### src/rtl/core/irc_line_tokenizer_unit_macros.svh
// Assertion macros shared by the tokenizer RTL.
`ifndef IRC_LINE_TOKENIZER_UNIT_MACROS_SVH
`define IRC_LINE_TOKENIZER_UNIT_MACROS_SVH

`ifndef SYNTH
// Same-cycle implication, disabled in reset.
`define IRC_ASSERT_IMPL(lbl, clk, rst_n, ante, cons) \
    lbl: assert property (@(posedge clk) disable iff (!rst_n) (ante) |-> (cons)) \
        else $error("implication check failed");
// Next-cycle implication, disabled in reset.
`define IRC_ASSERT_NEXT(lbl, clk, rst_n, ante, cons) \
    lbl: assert property (@(posedge clk) disable iff (!rst_n) (ante) |=> (cons)) \
        else $error("next-cycle check failed");
`else
`define IRC_ASSERT_IMPL(lbl, clk, rst_n, ante, cons)
`define IRC_ASSERT_NEXT(lbl, clk, rst_n, ante, cons)
`endif

`endif

### src/rtl/core/irctok_pkg.sv
// Types and constants shared by the line tokenizer modules.
package irctok_pkg;

    localparam logic [7:0] CH_COLON = 8'h3A;
    localparam logic [7:0] CH_SPACE = 8'h20;
    localparam logic [7:0] CH_CR    = 8'h0D;
    localparam logic [7:0] CH_LF    = 8'h0A;

    localparam int FIFO_DEPTH = 4;
    localparam int PTR_W      = $clog2(FIFO_DEPTH);
    localparam int LVL_W      = $clog2(FIFO_DEPTH + 1);

    typedef enum logic [3:0] {
        PH_LINE,
        PH_PFX_FIRST,
        PH_PFX,
        PH_CMD_FIRST,
        PH_CMD,
        PH_PAR_FIRST,
        PH_MID,
        PH_TRL_FIRST,
        PH_TRL
    } t_phase;

    typedef enum logic [1:0] {
        EV_BYTE,
        EV_EMPTY,
        EV_EOM
    } t_event;

    typedef enum logic [1:0] {
        TT_PREFIX,
        TT_COMMAND,
        TT_MIDDLE,
        TT_TRAILING
    } t_tok_type;

    typedef struct packed {
        t_event     event_res;
        t_tok_type  token_type;
        logic [3:0] param_index;
        logic       token_start;
        logic [7:0] out_byte;
        logic       prefix_ok;
        logic       param_overflow;
        logic       last;
    } t_tok_res;

    // Up to two results produced by one byte, first result in slot 0.
    typedef struct packed {
        logic [1:0]         count;
        t_tok_res [1:0]     res;
    } t_push;

endpackage

### src/rtl/core/irctok_stream_if.sv
// Valid/ready stream interface carrying one item per handshake.
interface irctok_stream_if #(
    parameter type T = logic [7:0]
);
    logic valid;
    logic ready;
    T     data;

    modport source (output valid, output data, input ready);
    modport sink   (input valid, input data, output ready);
endinterface

### src/rtl/core/irctok_fifo.sv
// Result queue: takes up to two results a cycle, hands out one.
module irctok_fifo (
    input  logic                          i_clk,
    input  logic                          i_rst_n,
    input  irctok_pkg::t_push             i_push,
    output logic [irctok_pkg::LVL_W-1:0]  o_level,
    irctok_stream_if.source               o_tok
);
    import irctok_pkg::*;

    t_tok_res               r_mem [FIFO_DEPTH];
    logic [PTR_W-1:0]       r_rptr, n_rptr;
    logic [PTR_W-1:0]       r_wptr, n_wptr;
    logic [LVL_W-1:0]       r_level, n_level;
    logic                   w_pop;
    logic [PTR_W-1:0]       w_wptr1;

    assign w_pop       = o_tok.valid && o_tok.ready;
    assign w_wptr1     = r_wptr + PTR_W'(1);
    assign o_tok.valid = (r_level != '0);
    assign o_tok.data  = r_mem[r_rptr];
    assign o_level     = r_level;

    always_comb begin
        n_rptr  = r_rptr + PTR_W'(w_pop);
        n_wptr  = r_wptr + PTR_W'(i_push.count);
        n_level = r_level + LVL_W'(i_push.count) - LVL_W'(w_pop);
    end

    always_ff @(posedge i_clk) begin
        if (!i_rst_n) begin
            r_rptr  <= '0;
            r_wptr  <= '0;
            r_level <= '0;
        end else begin
            r_rptr  <= n_rptr;
            r_wptr  <= n_wptr;
            r_level <= n_level;
        end
    end

    always_ff @(posedge i_clk) begin
        if (i_push.count != 2'd0) begin
            r_mem[r_wptr] <= i_push.res[0];
        end
        if (i_push.count == 2'd2) begin
            r_mem[w_wptr1] <= i_push.res[1];
        end
    end

endmodule

### src/flat_wrapper.sv
// flat-port wrapper written by rule: the top's interface ports become plain ports
module irctok_fifo_flat import irctok_pkg::*;
  (i_clk, i_rst_n, i_push, o_level, o_tok_valid, o_tok_data, o_tok_ready);
  irctok_stream_if o_tok_i ();
  input  logic i_clk;
  input  logic i_rst_n;
  input  irctok_pkg::t_push i_push;
  output logic [irctok_pkg::LVL_W-1:0] o_level;
  output wire logic [$bits(o_tok_i.valid)-1:0] o_tok_valid;
  output wire logic [$bits(o_tok_i.data)-1:0] o_tok_data;
  input wire logic [$bits(o_tok_i.ready)-1:0] o_tok_ready;
  assign o_tok_valid = o_tok_i.valid;
  assign o_tok_data = o_tok_i.data;
  assign o_tok_i.ready = o_tok_ready;
  irctok_fifo u_core (.i_clk(i_clk), .i_rst_n(i_rst_n), .i_push(i_push), .o_level(o_level), .o_tok(o_tok_i));
endmodule
### config.mk
export PLATFORM = sky130hd
export DESIGN_NAME = irctok_fifo_flat
export DESIGN_NICKNAME = d
export VERILOG_FILES = /design/src/rtl/core/irc_line_tokenizer_unit_macros.svh /design/src/rtl/core/irctok_pkg.sv /design/src/rtl/core/irctok_stream_if.sv /design/src/rtl/core/irctok_fifo.sv /design/src/flat_wrapper.sv
export SDC_FILE = /design/constraint.sdc
export NUM_CORES = 1
export LEC_CHECK = 0
export ABC_AREA = 1
export BUFFER_PORTS_ARGS = -buffer_cell sky130_fd_sc_hd__buf_2
export CELL_PAD_IN_SITES_DETAIL_PLACEMENT = 2
export CELL_PAD_IN_SITES_GLOBAL_PLACEMENT = 2
export CORE_MARGIN = 2
export CORE_UTILIZATION = 34
export DETAILED_ROUTE_END_ITERATION = 12
export PLACE_DENSITY = 0.81
export SKIP_LAST_GASP = 1
export SLEW_MARGIN = 15
export SYNTH_ARGS = -nofsm -noshare
export SYNTH_HDL_FRONTEND = slang
export SYNTH_SLANG_ARGS = --single-unit
### constraint.sdc
create_clock -name i_clk -period 2.85 [get_ports i_clk]
set_input_delay 0 -clock i_clk [delete_from_list [all_inputs] [get_ports i_clk]]
set_output_delay 0 -clock i_clk [all_outputs]
set_load 0.05 [all_outputs]
==> out/results.md <==
* **non-filler cells, final** 320
* **part of the Yosys area used for sequential elements** 0.517
* **end of the worst hold path** u_core.o_level[1]
* **leading register cell type out of synthesis** sky130_fd_sc_hd__edfxtp_1
* **post-synth net total** 259
* **total leakage power** 0.00102 uW
* **series of cell instances along the critical path** inv_2 -> o31ai_1 -> buf_4
* **CTS tree** yes
* **max-capacitance violation count** 0
* **total of hold buffers inserted after clock tree synthesis** 0
* **number of antenna violations at the first check in global routing** 0
* **placed cells** 313
* **power density over the cells** 746 nW/um2
* **power after layout** 1800 uW
* **count of inserted antenna diode cells** 0
* **net load switching power** 767 uW
* **vias post-DR** 1622
* **Clk Latency, worst-skew pair** 0.29 ns
* **Internal Pwr Total** 1030 uW
* **Critical Path RT** 2.86 ns
* **warnings from Yosys** 0
* **cell types with the highest counts after synthesis** sky130_fd_sc_hd__nand2_1 (39), sky130_fd_sc_hd__edfxtp_1 (32), sky130_fd_sc_hd__o21ai_2 (28)
* **largest fanout on the critical path** 6
* **Routed Wire Length** 5490 um
* **DIE WIDTH** 83.1 um
* **via count of the first global-routing pass** 1745
* **pin count of the biggest net entering global routing** 21
* **critical path class** flop to flop
* **first-pass GRT wire length** 9060 um
* **post-synthesis instance total** 210
* **buffer count from post-CTS setup fixing** 0
* **number of remaining DRC errors** 0
* **fraction of final layout cells sized beyond drive strength 1** 0.343
* **proportion of power drawn by the clock network** 0.193
* **placeable core region** 5990 um2
* **H-tree levels** 2
* **Switching Fraction** 0.426
* **setup repair after global routing missed its margin** false
* **Fmax achieved** 487 MHz
* **top cell type's share of synthesized area** 0.451
* **post-route clock period utilization** 0.721
* **number of input and output port buffers inserted** 32
* **number of register bits inferred by synthesis** 39
* **die area** 6910 um2
* **fin util** 0.403
* **final worst-path setup slack** 0.797 ns
* **endpoint kind of the worst setup timing path** flop
* **TritonCTS buffer count** 5
* **post-synthesis average cell area** 10.1 um2
* **endpoint arrival time on the critical path** 2.06 ns
* **Core Rows** 28
* **post-synthesis to final-layout area growth** 13.5%
* **number of search-and-repair iterations in the first detailed-routing pass** 4
* **number of hold violations in the final report** 0
* **area leader, netlist** sky130_fd_sc_hd__edfxtp_1
* **Initial DRC Count** 57
* **Max Slew Vio Count** 0
* **Worst Max-Slew Pin Slew** 0.985 ns
* **fill count** 673
* **FF-to-FF setup slack** 0.80 ns
* **Setup crit start kind** flop
* **Final Wtd Congestion** 0.726
* **Async SR Flop Fraction** 0
* **longest individual stage delay on the worst path** 0.81 ns
* **Reg-to-Reg End** u_core.r_mem[2][6]
* **buffers from clock root to sink, at most** 2
* **dominant cell by count in the synthesized netlist** sky130_fd_sc_hd__nand2_1
* **clock skew** 0.00436 ns
* **number of cells upsized or downsized after cts** 0
* **startpoint of the worst hold path** i_rst_n
* **launch instance of the worst register-to-register path** u_core.r_wptr[1]
* **portion of total power attributed to sequential cells** 0.420
* **maximum VDD drop** 0.000359 V
* **ranking of synthesized cells by area** sky130_fd_sc_hd__edfxtp_1 (45%), sky130_fd_sc_hd__o21ai_2 (12%), sky130_fd_sc_hd__nand2_1 (6.9%)
* **overall fraction of global-route tracks in use** 0.170
* **Period minus WS final** 2.05 ns
* **path type of the worst min-delay path** input pin to flop
* **count of cell types in the netlist** 25
* **Top Ports** 57
* **number of nets still failing antenna checks after routing** 0
* **Starting Density** 0.355
* **worst slack at placement** 0.794 ns
* **average detailed-routed wire length per instance** 17.2 um
* **Slew HR** 0.338
* **count of nets after finishing** 294
* **overall die height** 83.1 um
* **r2r worst-path depth** 3
* **cell at the root of the clock tree** sky130_fd_sc_hd__clkbuf_8
* **status** complete, no violations
* **HPWL after detailed placement** 4100 um
* **mapped cell area** 2130 um2
* **vias per cell** 5.07
* **Total Neg Setup Slack** 0 ns
* **CTS clk-pin slew, worst paths** 0.07 ns
* **clock tree sinks** 39
* **worst hold path depth** 3
* **GRT Residual Overflow** 0
* **cell with the largest stage delay on the worst path** sky130_fd_sc_hd__o31ai_1
* **share of total power in combinational logic** 0.387
* **Final setup viols** 0
* **number of flops mapped to enable cells by yosys** 32
[metrics by stage]
stage / cell area, um2 / hold slack [ns]
floorplan: 2130 / 0.0935
global placement: 2340 / 0.297
detailed placement: 2340 / 0.306
CTS: 2420 / 0.00871
global route: 2420 / 0.0269
finish: 2420 / 0.00473
[cells in the final DEF, fill, tap and decap left out, types with 5 or more instances in the layout]
master	count
sky130_fd_sc_hd__nand2_1	39
sky130_fd_sc_hd__buf_2	32
sky130_fd_sc_hd__edfxtp_1	32
sky130_fd_sc_hd__o21ai_2	28
sky130_fd_sc_hd__nor2_1	24
sky130_fd_sc_hd__inv_1	15
sky130_fd_sc_hd__o21ai_0	15
sky130_fd_sc_hd__o22ai_1	8
sky130_fd_sc_hd__dfxtp_1	7
sky130_fd_sc_hd__o21ai_1	6
sky130_fd_sc_hd__inv_2	5
sky130_fd_sc_hd__clkbuf_8	5
[registers in the layout (all words and copies together), names as in the netlist]
signal          flops
u_core.r_mem       32
u_core.r_wptr       2
u_core.o_level      3
u_core.r_rptr       2
[power by group through the flow]
stage / clock network (uW) / registers [uW] / logic (uW)
final: 347 / 757 / 696
after global routing: 377 / 768 / 763
after CTS: 355 / 759 / 712
after detailed placement: 0 / 771 / 706
after global placement: 0 / 765 / 676
after floorplan: 0 / 789 / 489
[cell families (layout without fill, tap and decap cells)]
family | Yosys count | after routing | share of synthesized area
AND/OR/NAND/NOR | 75 | 75 | 0.173
AO/OA/AOI/OAI | 62 | 62 | 0.204
flip-flops | 39 | 39 | 0.517
buffers and inverters | 28 | 63 | 0.0705
adder cells (fa/ha/maj) | 4 | 4 | 0.0270
XOR/XNOR | 2 | 2 | 0.00823
[area by class of cell]
class | instances | area, um2 | area share
Inverter | 20 | 75.1 | 0.0311
Clock buffer | 5 | 68.8 | 0.0285
Timing Repair Buffer | 36 | 190 | 0.0787
Multi-Input combinational cell | 143 | 878 | 0.364
Clock inverter | 2 | 8.76 | 0.00363
Sequential cell | 39 | 1100 | 0.456
Tap cell | 75 | 93.8 | 0.0388
[metal layers]
layer / track usage / vias to the layer above / wire length (um)
met5: 0 / - / 0
met4: 0.0522 / 0 / 65
met3: 0.0298 / 4 / 126
met2: 0.306 / 29 / 2910
met1: 0.206 / 791 / 2390
li1: - / 798 / -
[critical path: cells and delay by family, from the launching register on]
family,cells,cell delay (ns)
AOI/OAI and AO/OA,1,0.81
buffers and inverters,2,0.42
DFF,1,0.54
[worst max-delay path by stage]
| stage | end | startpoint | depth (start not counted) |
|---|---|---|---|
| CTS | u_core.r_mem[2][4] | u_core.r_wptr[1] | 3 |
| global route | u_core.r_mem[2][4] | u_core.r_wptr[1] | 3 |
| global placement | u_core.r_mem[2][5] | u_core.r_wptr[1] | 3 |
| floorplan | u_core.o_level[2] | u_core.o_level[2] | 10 |
| finish | u_core.r_mem[2][6] | u_core.r_wptr[1] | 3 |
| detailed placement | u_core.r_mem[2][5] | u_core.r_wptr[1] | 3 |
(Power assumes the default switching activity.)
