$ cat src/rtl/core/irc_line_tokenizer_unit_macros.svh
// Assertion macros shared by the tokenizer RTL.
`ifndef IRC_LINE_TOKENIZER_UNIT_MACROS_SVH
`define IRC_LINE_TOKENIZER_UNIT_MACROS_SVH

`ifndef SYNTH
// Same-cycle implication, disabled in reset.
`define IRC_ASSERT_IMPL(lbl, clk, rst_n, ante, cons) \
    lbl: assert property (@(posedge clk) disable iff (!rst_n) (ante) |-> (cons)) \
        else $error("implication check failed");
// Next-cycle implication, disabled in reset.
`define IRC_ASSERT_NEXT(lbl, clk, rst_n, ante, cons) \
    lbl: assert property (@(posedge clk) disable iff (!rst_n) (ante) |=> (cons)) \
        else $error("next-cycle check failed");
`else
`define IRC_ASSERT_IMPL(lbl, clk, rst_n, ante, cons)
`define IRC_ASSERT_NEXT(lbl, clk, rst_n, ante, cons)
`endif

`endif

$ cat src/rtl/core/irctok_pkg.sv
// Types and constants shared by the line tokenizer modules.
package irctok_pkg;

    localparam logic [7:0] CH_COLON = 8'h3A;
    localparam logic [7:0] CH_SPACE = 8'h20;
    localparam logic [7:0] CH_CR    = 8'h0D;
    localparam logic [7:0] CH_LF    = 8'h0A;

    localparam int FIFO_DEPTH = 4;
    localparam int PTR_W      = $clog2(FIFO_DEPTH);
    localparam int LVL_W      = $clog2(FIFO_DEPTH + 1);

    typedef enum logic [3:0] {
        PH_LINE,
        PH_PFX_FIRST,
        PH_PFX,
        PH_CMD_FIRST,
        PH_CMD,
        PH_PAR_FIRST,
        PH_MID,
        PH_TRL_FIRST,
        PH_TRL
    } t_phase;

    typedef enum logic [1:0] {
        EV_BYTE,
        EV_EMPTY,
        EV_EOM
    } t_event;

    typedef enum logic [1:0] {
        TT_PREFIX,
        TT_COMMAND,
        TT_MIDDLE,
        TT_TRAILING
    } t_tok_type;

    typedef struct packed {
        t_event     event_res;
        t_tok_type  token_type;
        logic [3:0] param_index;
        logic       token_start;
        logic [7:0] out_byte;
        logic       prefix_ok;
        logic       param_overflow;
        logic       last;
    } t_tok_res;

    // Up to two results produced by one byte, first result in slot 0.
    typedef struct packed {
        logic [1:0]         count;
        t_tok_res [1:0]     res;
    } t_push;

endpackage

$ cat src/rtl/core/irctok_step.sv
// Tokenizer state and per-byte classification logic.
module irctok_step #(
    parameter int MAX_PARAMS = 15
) (
    input  logic                 i_clk,
    input  logic                 i_rst_n,
    input  logic                 i_fire,
    input  logic [7:0]           i_byte,
    output irctok_pkg::t_push    o_push
);
    import irctok_pkg::*;

    localparam int CW = $clog2(MAX_PARAMS + 2);

    typedef struct packed {
        t_phase          phase;
        logic [CW-1:0]   cnt;
        logic            ovf;
    } t_pstate;

    typedef struct packed {
        t_pstate   st;
        logic      emit;
        t_tok_res  res;
    } t_cres;

    t_phase        r_phase, n_phase;
    logic          r_cr_pending, n_cr_pending;
    logic [CW-1:0] r_cnt, n_cnt;
    logic          r_ovf, n_ovf;

    function automatic logic [3:0] f_idx(logic [CW-1:0] cnt);
        logic [CW-1:0] k;
        k = (cnt > CW'(MAX_PARAMS)) ? CW'(MAX_PARAMS) : cnt;
        return 4'(k);
    endfunction

    function automatic t_tok_res f_res(t_event ev, t_tok_type tt, logic [3:0] idx,
                                       logic start, logic [7:0] b, logic pok,
                                       logic ovf);
        t_tok_res r;
        r.event_res      = ev;
        r.token_type     = tt;
        r.param_index    = idx;
        r.token_start    = start;
        r.out_byte       = b;
        r.prefix_ok      = pok;
        r.param_overflow = ovf;
        r.last           = 1'b0;
        return r;
    endfunction

    // One content byte against the parse state.
    function automatic t_cres f_content(t_pstate s, logic [7:0] c);
        t_cres o;
        o.st   = s;
        o.emit = 1'b0;
        o.res  = f_res(EV_BYTE, TT_PREFIX, 4'd0, 1'b0, 8'd0, 1'b1, s.ovf);
        case (s.phase)
            PH_LINE, PH_CMD_FIRST: begin
                if (s.phase == PH_LINE && c == CH_COLON) begin
                    o.st.phase = PH_PFX_FIRST;
                end else if (c == CH_SPACE) begin
                    o.emit     = 1'b1;
                    o.res      = f_res(EV_EMPTY, TT_COMMAND, 4'd0, 1'b1, 8'd0, 1'b1, s.ovf);
                    o.st.phase = PH_PAR_FIRST;
                end else begin
                    o.emit     = 1'b1;
                    o.res      = f_res(EV_BYTE, TT_COMMAND, 4'd0, 1'b1, c, 1'b1, s.ovf);
                    o.st.phase = PH_CMD;
                end
            end
            PH_PFX_FIRST, PH_PFX: begin
                if (c == CH_SPACE) begin
                    o.st.phase = PH_CMD_FIRST;
                end else begin
                    o.emit     = 1'b1;
                    o.res      = f_res(EV_BYTE, TT_PREFIX, 4'd0, s.phase == PH_PFX_FIRST,
                                       c, 1'b1, s.ovf);
                    o.st.phase = PH_PFX;
                end
            end
            PH_CMD: begin
                if (c == CH_SPACE) begin
                    o.st.phase = PH_PAR_FIRST;
                end else begin
                    o.emit = 1'b1;
                    o.res  = f_res(EV_BYTE, TT_COMMAND, 4'd0, 1'b0, c, 1'b1, s.ovf);
                end
            end
            PH_PAR_FIRST: begin
                // a parameter opening past the limit latches overflow
                o.st.ovf = s.ovf | (s.cnt > CW'(MAX_PARAMS));
                if (c == CH_COLON) begin
                    o.st.phase = PH_TRL_FIRST;
                end else if (c == CH_SPACE) begin
                    o.emit = 1'b1;
                    o.res  = f_res(EV_EMPTY, TT_MIDDLE, f_idx(s.cnt), 1'b1, 8'd0, 1'b1,
                                   o.st.ovf);
                    if (s.cnt <= CW'(MAX_PARAMS)) begin
                        o.st.cnt = s.cnt + CW'(1);
                    end
                end else begin
                    o.emit     = 1'b1;
                    o.res      = f_res(EV_BYTE, TT_MIDDLE, f_idx(s.cnt), 1'b1, c, 1'b1,
                                       o.st.ovf);
                    o.st.phase = PH_MID;
                end
            end
            PH_MID: begin
                if (c == CH_SPACE) begin
                    if (s.cnt <= CW'(MAX_PARAMS)) begin
                        o.st.cnt = s.cnt + CW'(1);
                    end
                    o.st.phase = PH_PAR_FIRST;
                end else begin
                    o.emit = 1'b1;
                    o.res  = f_res(EV_BYTE, TT_MIDDLE, f_idx(s.cnt), 1'b0, c, 1'b1, s.ovf);
                end
            end
            PH_TRL_FIRST: begin
                o.emit     = 1'b1;
                o.res      = f_res(EV_BYTE, TT_TRAILING, f_idx(s.cnt), 1'b1, c, 1'b1, s.ovf);
                o.st.phase = PH_TRL;
            end
            default: begin
                o.emit     = 1'b1;
                o.res      = f_res(EV_BYTE, TT_TRAILING, f_idx(s.cnt), 1'b0, c, 1'b1, s.ovf);
                o.st.phase = PH_TRL;
            end
        endcase
        return o;
    endfunction

    t_pstate  w_s0, w_s1, w_sn;
    t_cres    w_c0, w_c1;
    logic     w_e0, w_e1;
    t_tok_res w_r0, w_r1;

    always_comb begin
        w_s0 = '{phase: r_phase, cnt: r_cnt, ovf: r_ovf};
        w_c0 = f_content(w_s0, CH_CR);
        w_s1 = r_cr_pending ? w_c0.st : w_s0;
        w_c1 = f_content(w_s1, i_byte);
        n_cr_pending = 1'b0;
        if (i_byte == CH_LF) begin
            // line end: optional empty trailing, then end of message
            w_e0 = (r_phase == PH_TRL_FIRST);
            w_r0 = f_res(EV_EMPTY, TT_TRAILING, f_idx(r_cnt), 1'b1, 8'd0, 1'b1, r_ovf);
            w_e1 = 1'b1;
            w_r1 = f_res(EV_EOM, TT_PREFIX, f_idx(r_cnt), 1'b0, 8'd0,
                         !(r_phase == PH_PFX_FIRST || r_phase == PH_PFX), r_ovf);
            w_sn = '{phase: PH_LINE, cnt: '0, ovf: 1'b0};
        end else begin
            // release a held carriage return as content, then the byte itself
            w_e0 = r_cr_pending & w_c0.emit;
            w_r0 = w_c0.res;
            w_e1 = (i_byte != CH_CR) & w_c1.emit;
            w_r1 = w_c1.res;
            w_sn = (i_byte == CH_CR) ? w_s1 : w_c1.st;
            n_cr_pending = (i_byte == CH_CR);
        end
        n_phase = w_sn.phase;
        n_cnt   = w_sn.cnt;
        n_ovf   = w_sn.ovf;

        o_push.count  = {1'b0, w_e0} + {1'b0, w_e1};
        o_push.res[0] = w_e0 ? w_r0 : w_r1;
        o_push.res[1] = w_r1;
        if (w_e0 && w_e1) begin
            o_push.res[1].last = 1'b1;
        end else begin
            o_push.res[0].last = 1'b1;
        end
    end

    always_ff @(posedge i_clk) begin
        if (!i_rst_n) begin
            r_phase      <= PH_LINE;
            r_cr_pending <= 1'b0;
            r_cnt        <= '0;
            r_ovf        <= 1'b0;
        end else if (i_fire) begin
            r_phase      <= n_phase;
            r_cr_pending <= n_cr_pending;
            r_cnt        <= n_cnt;
            r_ovf        <= n_ovf;
        end
    end

endmodule

$ cat config.mk
export PLATFORM = sky130hd
export DESIGN_NAME = irctok_step
export DESIGN_NICKNAME = d
export VERILOG_FILES = /design/src/rtl/core/irc_line_tokenizer_unit_macros.svh /design/src/rtl/core/irctok_pkg.sv /design/src/rtl/core/irctok_step.sv
export SDC_FILE = /design/constraint.sdc
export NUM_CORES = 1
export LEC_CHECK = 0
export BUFFER_PORTS_ARGS = -buffer_cell sky130_fd_sc_hd__buf_2
export CORE_ASPECT_RATIO = 1.5
export CORE_MARGIN = 5
export CORE_UTILIZATION = 52
export CTS_BUF_LIST = sky130_fd_sc_hd__clkbuf_16
export DETAILED_ROUTE_END_ITERATION = 10
export PLACE_DENSITY = 0.93
export SLEW_MARGIN = 20
export SYNTH_ARGS = -nofsm -noshare
export SYNTH_HDL_FRONTEND = slang
export SYNTH_SLANG_ARGS = --single-unit
$ cat constraint.sdc
create_clock -name i_clk -period 4.2 [get_ports i_clk]
set_input_delay 0.21 -clock i_clk [delete_from_list [all_inputs] [get_ports i_clk]]
set_output_delay 0.21 -clock i_clk [all_outputs]
set_load 0.02 [all_outputs]
==> flow_metrics.tcl, run 1 <==
set metrics [dict create \
    yosysSeqAreaShare 0.167 \
    row_count 22 \
    ys_ff_latch 11 \
    r2r_end "r_cnt[2]$_SDFFE_PN0P_" \
    h-tree-depth 1 \
    cts_buffers 3 \
    dr.pass1.iters 4 \
    die_area_mm2 0.00366 \
    antenna_found_initial 0 \
    synthCells 195 \
    core_area_mm2 0.00245 \
    worstRegToRegCells 5 \
    yosysTopAreaCell "dfxtp_1" \
    synth.top_cell.area_share 0.167 \
    outcome "completed" \
    fillers 229 \
    synth_top_family_by_area "simple AND/OR/NAND/NOR gates" \
    overflow 0 \
    fin_crit_sh 0.706 \
    whs_endpoint "r_cr_pending$_SDFFE_PN0P_" \
    hold_violations 0 \
    cts_setup_buffers 0 \
    fmax_mhz 337 \
    drv_slew 0 \
    synthFlopType "dfxtp_1" \
    fin_worst_hold_slack_ps 254 \
    hp-class "input pin to flop" \
    yosys.area_share.adder 0.0381 \
    required_ps 3990 \
    synth_edf_count 0 \
    avgSynthCellArea_um2 6.74 \
    clock_latency_ps 240 \
    root_buffer "clkbuf_16" \
    ant_nets 0 \
    total_power_mw 0.456 \
    drive_gt1_frac 0.266 \
    irDropWorstVdd_mv 0.307 \
    fp.dieH_um 71.6 \
    grt_max_degree 18 \
    tns_ps 0 \
    worstHoldStart "i_rst_n" \
    hold_buffers 0 \
    fin_skew_ps 0.462 \
    power.density_mw_per_mm2 283 \
    setup_viol 0 \
    worstHoldPathCells 2 \
    grt_use_total 0.233 \
    dieWidth_um 51.1 \
    drv_cap 0 \
    gp_congestion 0.962 \
    start_util 0.537 \
    area_growth_pct 22.7 \
    nets 249 \
    async_flop_share 0 \
    tightest_slew_ps 598 \
    synth_area_leaders "dfxtp_1 17%, nor2_1 6.6%, nand2_1 6.0%" \
    cellLeakagePower_nw 0.756 \
    hpwl_mm 3.21 \
    synth-compound-area-share 0.274 \
    critPathMaxFanout 13 \
    wl_per_cell_um 16.4 \
    syn_nets 210 \
    grt_pass1_wl_mm 6.82 \
    startpoint_type "input pin" \
    critPathCaptureType "output pin" \
    cts_tree "done" \
    synthMuxAreaShare 0.00761 \
    cts_resized 0 \
    ios 53 \
    wl_mm 4.21 \
    via_per_inst 6.39 \
    r2r_slack_ps 2090 \
    worstPathArrival_ps 2750 \
    cts_buffer_depth 2 \
    synth_xor_area_frac 0.0133 \
    drc 0 \
    grt_setup_unrepaired "false" \
    synth_cell_types 55 \
    period_needed_ps 2960 \
    diodes 0 \
    critPathKind "input pin to output pin" \
    clkSinkCount 11 \
    r2r-start "r_phase[1]$_SDFFE_PN0P_" \
    slew_headroom 0.601 \
    portBuffers 52 \
    vias 1641 \
    synth_warnings 0 \
    grt_pass1_vias 1587 \
    drt-initial-drc-count 105 \
    syn_area_mm2 0.00132 \
    synthSimpleGateAreaFrac 0.408 \
    clkTransAtPathRegs_ps 40 \
]
## area by class of cell
| cell class | count | area, µm² | area share |
|---|---|---|---|
| clock buffer | 3 | 75.1 | 0.0465 |
| multi-input combinational | 153 | 975 | 0.604 |
| timing repair buffer | 52 | 260 | 0.161 |
| sequential | 11 | 220 | 0.136 |
| tap | 24 | 30.0 | 0.0186 |
| clock inverter | 1 | 5.00 | 0.00310 |
| inverter | 13 | 48.8 | 0.0302 |
## stage by stage
| step | utilization | setup WS, ps | area [µm²] | cells |
|---|---|---|---|---|
| after floorplan | - | 1870 | 1320 | 195 |
| after global placement | 0.626 | 1410 | 1530 | 253 |
| after detailed placement | 0.626 | 1300 | 1530 | 253 |
| after CTS | 0.659 | 1320 | 1610 | 257 |
| after global routing | 0.659 | 1010 | 1610 | 257 |
| final | 0.659 | 1240 | 1610 | 257 |
## worst max-delay path by stage
| stage | slack (ps) | depth (start not counted) | from | to |
|---|---|---|---|---|
| after floorplan | 1870 | 8 | i_byte[6] | o_push[41] |
| after global placement | 1410 | 9 | i_byte[6] | o_push[40] |
| after detailed placement | 1300 | 9 | i_byte[6] | o_push[40] |
| after CTS | 1320 | 9 | i_byte[6] | o_push[40] |
| after global routing | 1010 | 9 | i_byte[6] | o_push[40] |
| final | 1240 | 9 | i_byte[6] | o_push[40] |
## per-layer routing
metal  wire length (µm)  track usage
met5                  0            0
met4                155        0.147
met1               1520        0.241
met2               2250        0.418
met3                277       0.0437
## power breakdown
part	total (mW)	internal (mW)	switching (mW)
registers	0.121	0.108	0.0125
logic	0.162	0.0589	0.103
clock network	0.174	0.126	0.0481
## cell families after synthesis
group / count (synthesis)
AND/OR/NAND/NOR: 96
AO/OA/AOI/OAI: 50
buffers and inverters: 31
flip-flops: 11
adder cells (fa/ha/maj): 4
XOR/XNOR: 2
multiplexers: 1
## registers in the layout (all words and copies together), names as in the netlist
signal and flops:
r_cnt 5, r_phase 4, r_cr_pending 1, r_ovf 1
## cells in the mapped netlist (3+ instances only)
| master | instances |
|---|---|
| nand3_1 | 4 |
| and2_1 | 7 |
| nand2b_1 | 4 |
| nor3_1 | 9 |
| o22ai_1 | 3 |
| nor2b_1 | 4 |
| a21oi_1 | 10 |
| o21ai_0 | 6 |
| dfxtp_1 | 11 |
| clkbuf_1 | 17 |
| inv_1 | 13 |
| nand2_1 | 21 |
| a31oi_1 | 5 |
| nor2_1 | 23 |
| and3_1 | 4 |
| o21a_1 | 4 |
| ha_1 | 4 |
## critical path, cell delays in order
cell and delay, ps:
buf_2 120, nor4_1 430, nand2_1 370, inv_1 410, nor2_1 100, a21oi_1 440
inv_1 190, ha_1 320, buf_2 160
## placed cells by master (no fill, tap or decap), types with 2 or more instances in the layout
cell type / count
and2_1: 7
buf_2: 52
ha_1: 4
dfxtp_1: 11
or4_1: 2
and4_1: 2
nand3_1: 4
nor3b_1: 2
o21a_1: 4
a2bb2oi_1: 2
clkbuf_16: 3
nor4_1: 2
and3_1: 4
nand2_1: 21
o21ai_0: 6
a21o_1: 2
nor2b_1: 4
nor3_1: 9
a211oi_1: 2
nor2_1: 23
nand2b_1: 4
o22ai_1: 3
a21oi_1: 10
inv_1: 13
a31oi_1: 5
o31ai_1: 2
No activity file was read; power rests on OpenSTA's default activity.
==> run 2: changes to the inputs <==
--- a/config.mk
+++ b/config.mk
@@ -8,10 +8,10 @@
 export BUFFER_PORTS_ARGS = -buffer_cell sky130_fd_sc_hd__buf_2
 export CORE_ASPECT_RATIO = 1.5
 export CORE_MARGIN = 5
-export CORE_UTILIZATION = 52
+export CORE_UTILIZATION = 49
 export CTS_BUF_LIST = sky130_fd_sc_hd__clkbuf_16
 export DETAILED_ROUTE_END_ITERATION = 10
-export PLACE_DENSITY = 0.93
+export PLACE_DENSITY = 0.89
 export SLEW_MARGIN = 20
 export SYNTH_ARGS = -nofsm -noshare
 export SYNTH_HDL_FRONTEND = slang
==> constraint.sdc (replaced) <==
create_clock -name i_clk -period 2.91 [get_ports i_clk]
set_input_delay 0.1455 -clock i_clk [delete_from_list [all_inputs] [get_ports i_clk]]
set_output_delay 0.1455 -clock i_clk [all_outputs]
set_load 0.02 [all_outputs]
==> run 2 against run 1 <==
  * Cell area increased by 1.9%
  * Combinational power increased by 43%
  * Die area increased by 5.1%
  * First-iteration DRC count decreased by 37%
  * Total power increased by 44%
  * Core utilization decreased by 3.1 points
  * Sequential power increased by 43%
  * Count of clock-buffer cells in the layout unchanged
  * Worst hold slack got worse by 71 ps
  * Sequential share of layout area decreased by 0.26 points
  * Routed wire length decreased by 3.8%
==> flow_metrics.tcl, run 2 (same netlist as run 1, synthesis figures left out) <==
set metrics [dict create \
    final_cell_mix "52 x buf_2, 23 x nor2_1, 21 x nand2_1" \
    root_buffer "clkbuf_16" \
    critPathKind "flop to output pin" \
    hold_violations 0 \
    post-place-cells 268 \
    overflow 0 \
    fillers 239 \
    grt_pass1_wl_mm 6.63 \
    cts_resized 0 \
    power.density_mw_per_mm2 399 \
    dr_wl_met3_um 317 \
    gp_congestion 0.946 \
    p_clk_frac 0.384 \
    irDropWorstVdd_mv 0.510 \
    placed_cell_area_mm2 0.00157 \
    grt_use_total 0.224 \
    top_layer_used "met4" \
    largest_reg_flops 5 \
    combinationalPowerShare 0.353 \
    r2r-start "r_phase[1]$_SDFFE_PN0P_" \
    cts_tree "done" \
    cts_setup_buffers 0 \
    hold_buffers 0 \
    clkTransAtPathRegs_ps 40 \
    critPathCaptureType "output pin" \
    wl_met2_mm 2.15 \
    fin_worst_hold_slack_ps 183 \
    seqPwrFrac 0.263 \
    ant_nets 0 \
    final_area_mm2 0.00165 \
    drt-initial-drc-count 66 \
    critPathCapture "o_push[40]" \
    hpwl_mm 3.16 \
    nets 251 \
    drt-met1-wl_mm 1.46 \
    required_ps 2760 \
    grt_max_degree 18 \
    vias 1580 \
    regMostFlops "r_cnt" \
    total_power_mw 0.657 \
    tns_ps 0 \
    drc 0 \
    wl_per_cell_um 14.9 \
    tightest_slew_ps 552 \
    fin_crit_sh 0.880 \
    wl_mm 4.05 \
    drv_slew 0 \
    start_util 0.502 \
    mostFrequentLayoutCell "buf_2" \
    slew_headroom 0.631 \
    hp-class "input pin to flop" \
    grt_pass1_vias 1502 \
    outcome "completed" \
    clock_latency_ps 240 \
    portBuffers 52 \
    p_sw_frac 0.356 \
    r2r_end "r_cnt[3]$_SDFFE_PN0P_" \
    instances_no_fill 272 \
    row_count 23 \
    p_int_mw 0.423 \
    ios 53 \
    die_area_mm2 0.00384 \
    drive_gt1_frac 0.272 \
    grt_setup_unrepaired "false" \
    h-tree-depth 1 \
    worstRegToRegCells 5 \
    fp.dieH_um 73.4 \
    dr.pass1.iters 5 \
    drv_cap 0 \
    fmax_mhz 391 \
    cts_buffer_depth 2 \
    fin_skew_ps 1.38 \
    core_area_mm2 0.00262 \
    startpoint_type "flop" \
    diodes 0 \
    critPathMaxFanout 14 \
    via_per_inst 5.81 \
    area_growth_pct 25.1 \
    clkSinkCount 11 \
    r2r_slack_ps 770 \
    switchingPower_mw 0.234 \
    period_needed_ps 2560 \
    dieWidth_um 52.3 \
    reg_top3 "r_cnt (5), r_phase (4)" \
    cellLeakagePower_nw 0.764 \
    antenna_found_initial 0 \
    crit_start "r_phase[1]$_SDFFE_PN0P_" \
    worstPathArrival_ps 2410 \
    setup_viol 0 \
    cts_buffers 3 \
]
-- run 2: worst max-delay path: stages, from the launching register on --
cell and delay [ps]:
dfxtp_1 570, and2_1 380, a21oi_1 170, o211ai_1 200, nor2_1 150, a31oi_1 280
ha_1 270, buf_2 160
-- run 2: area by class of cell --
cell class	count	area (µm²)	share of cell area
multi-input combinational	153	975	0.592
timing repair buffer	54	275	0.167
sequential	11	220	0.134
clock buffer	3	75.1	0.0456
inverter	13	48.8	0.0297
tap	37	46.3	0.0281
clock inverter	1	5.00	0.00304
-- run 2: through the flow --
step,utilization,setup WS (ps)
floorplan,-,692
global placement,0.598,691
detailed placement,0.598,662
CTS,0.628,402
global route,0.628,173
finish,0.628,350
-- run 2: layer usage --
layer | up-vias | track usage
met1 | 712 | 0.244
met4 | 0 | 0.119
li1 | 779 | -
met2 | 78 | 0.401
met3 | 11 | 0.0365
met5 | - | 0
-- run 2: worst min path at each step --
stage	from	end	slack (ps)	depth (start not counted)
after CTS	i_rst_n	r_phase[2]$_SDFFE_PN0P_	180	2
after global placement	i_rst_n	r_phase[2]$_SDFFE_PN0P_	430	2
after detailed placement	i_rst_n	r_phase[2]$_SDFFE_PN0P_	440	2
after global routing	i_rst_n	r_phase[2]$_SDFFE_PN0P_	210	2
after floorplan	i_rst_n	r_phase[2]$_SDFFE_PN0P_	260	1
final	i_rst_n	r_phase[2]$_SDFFE_PN0P_	180	2
-- run 2: power groups by stage --
stage,combinational [mW],sequential (mW),clock (mW)
5_1_grt,0.253,0.175,0.269
3_3_place_gp,0.228,0.175,0
4_1_cts,0.232,0.172,0.257
6_report,0.232,0.173,0.252
2_1_floorplan,0.175,0.161,0
3_5_place_dp,0.231,0.175,0
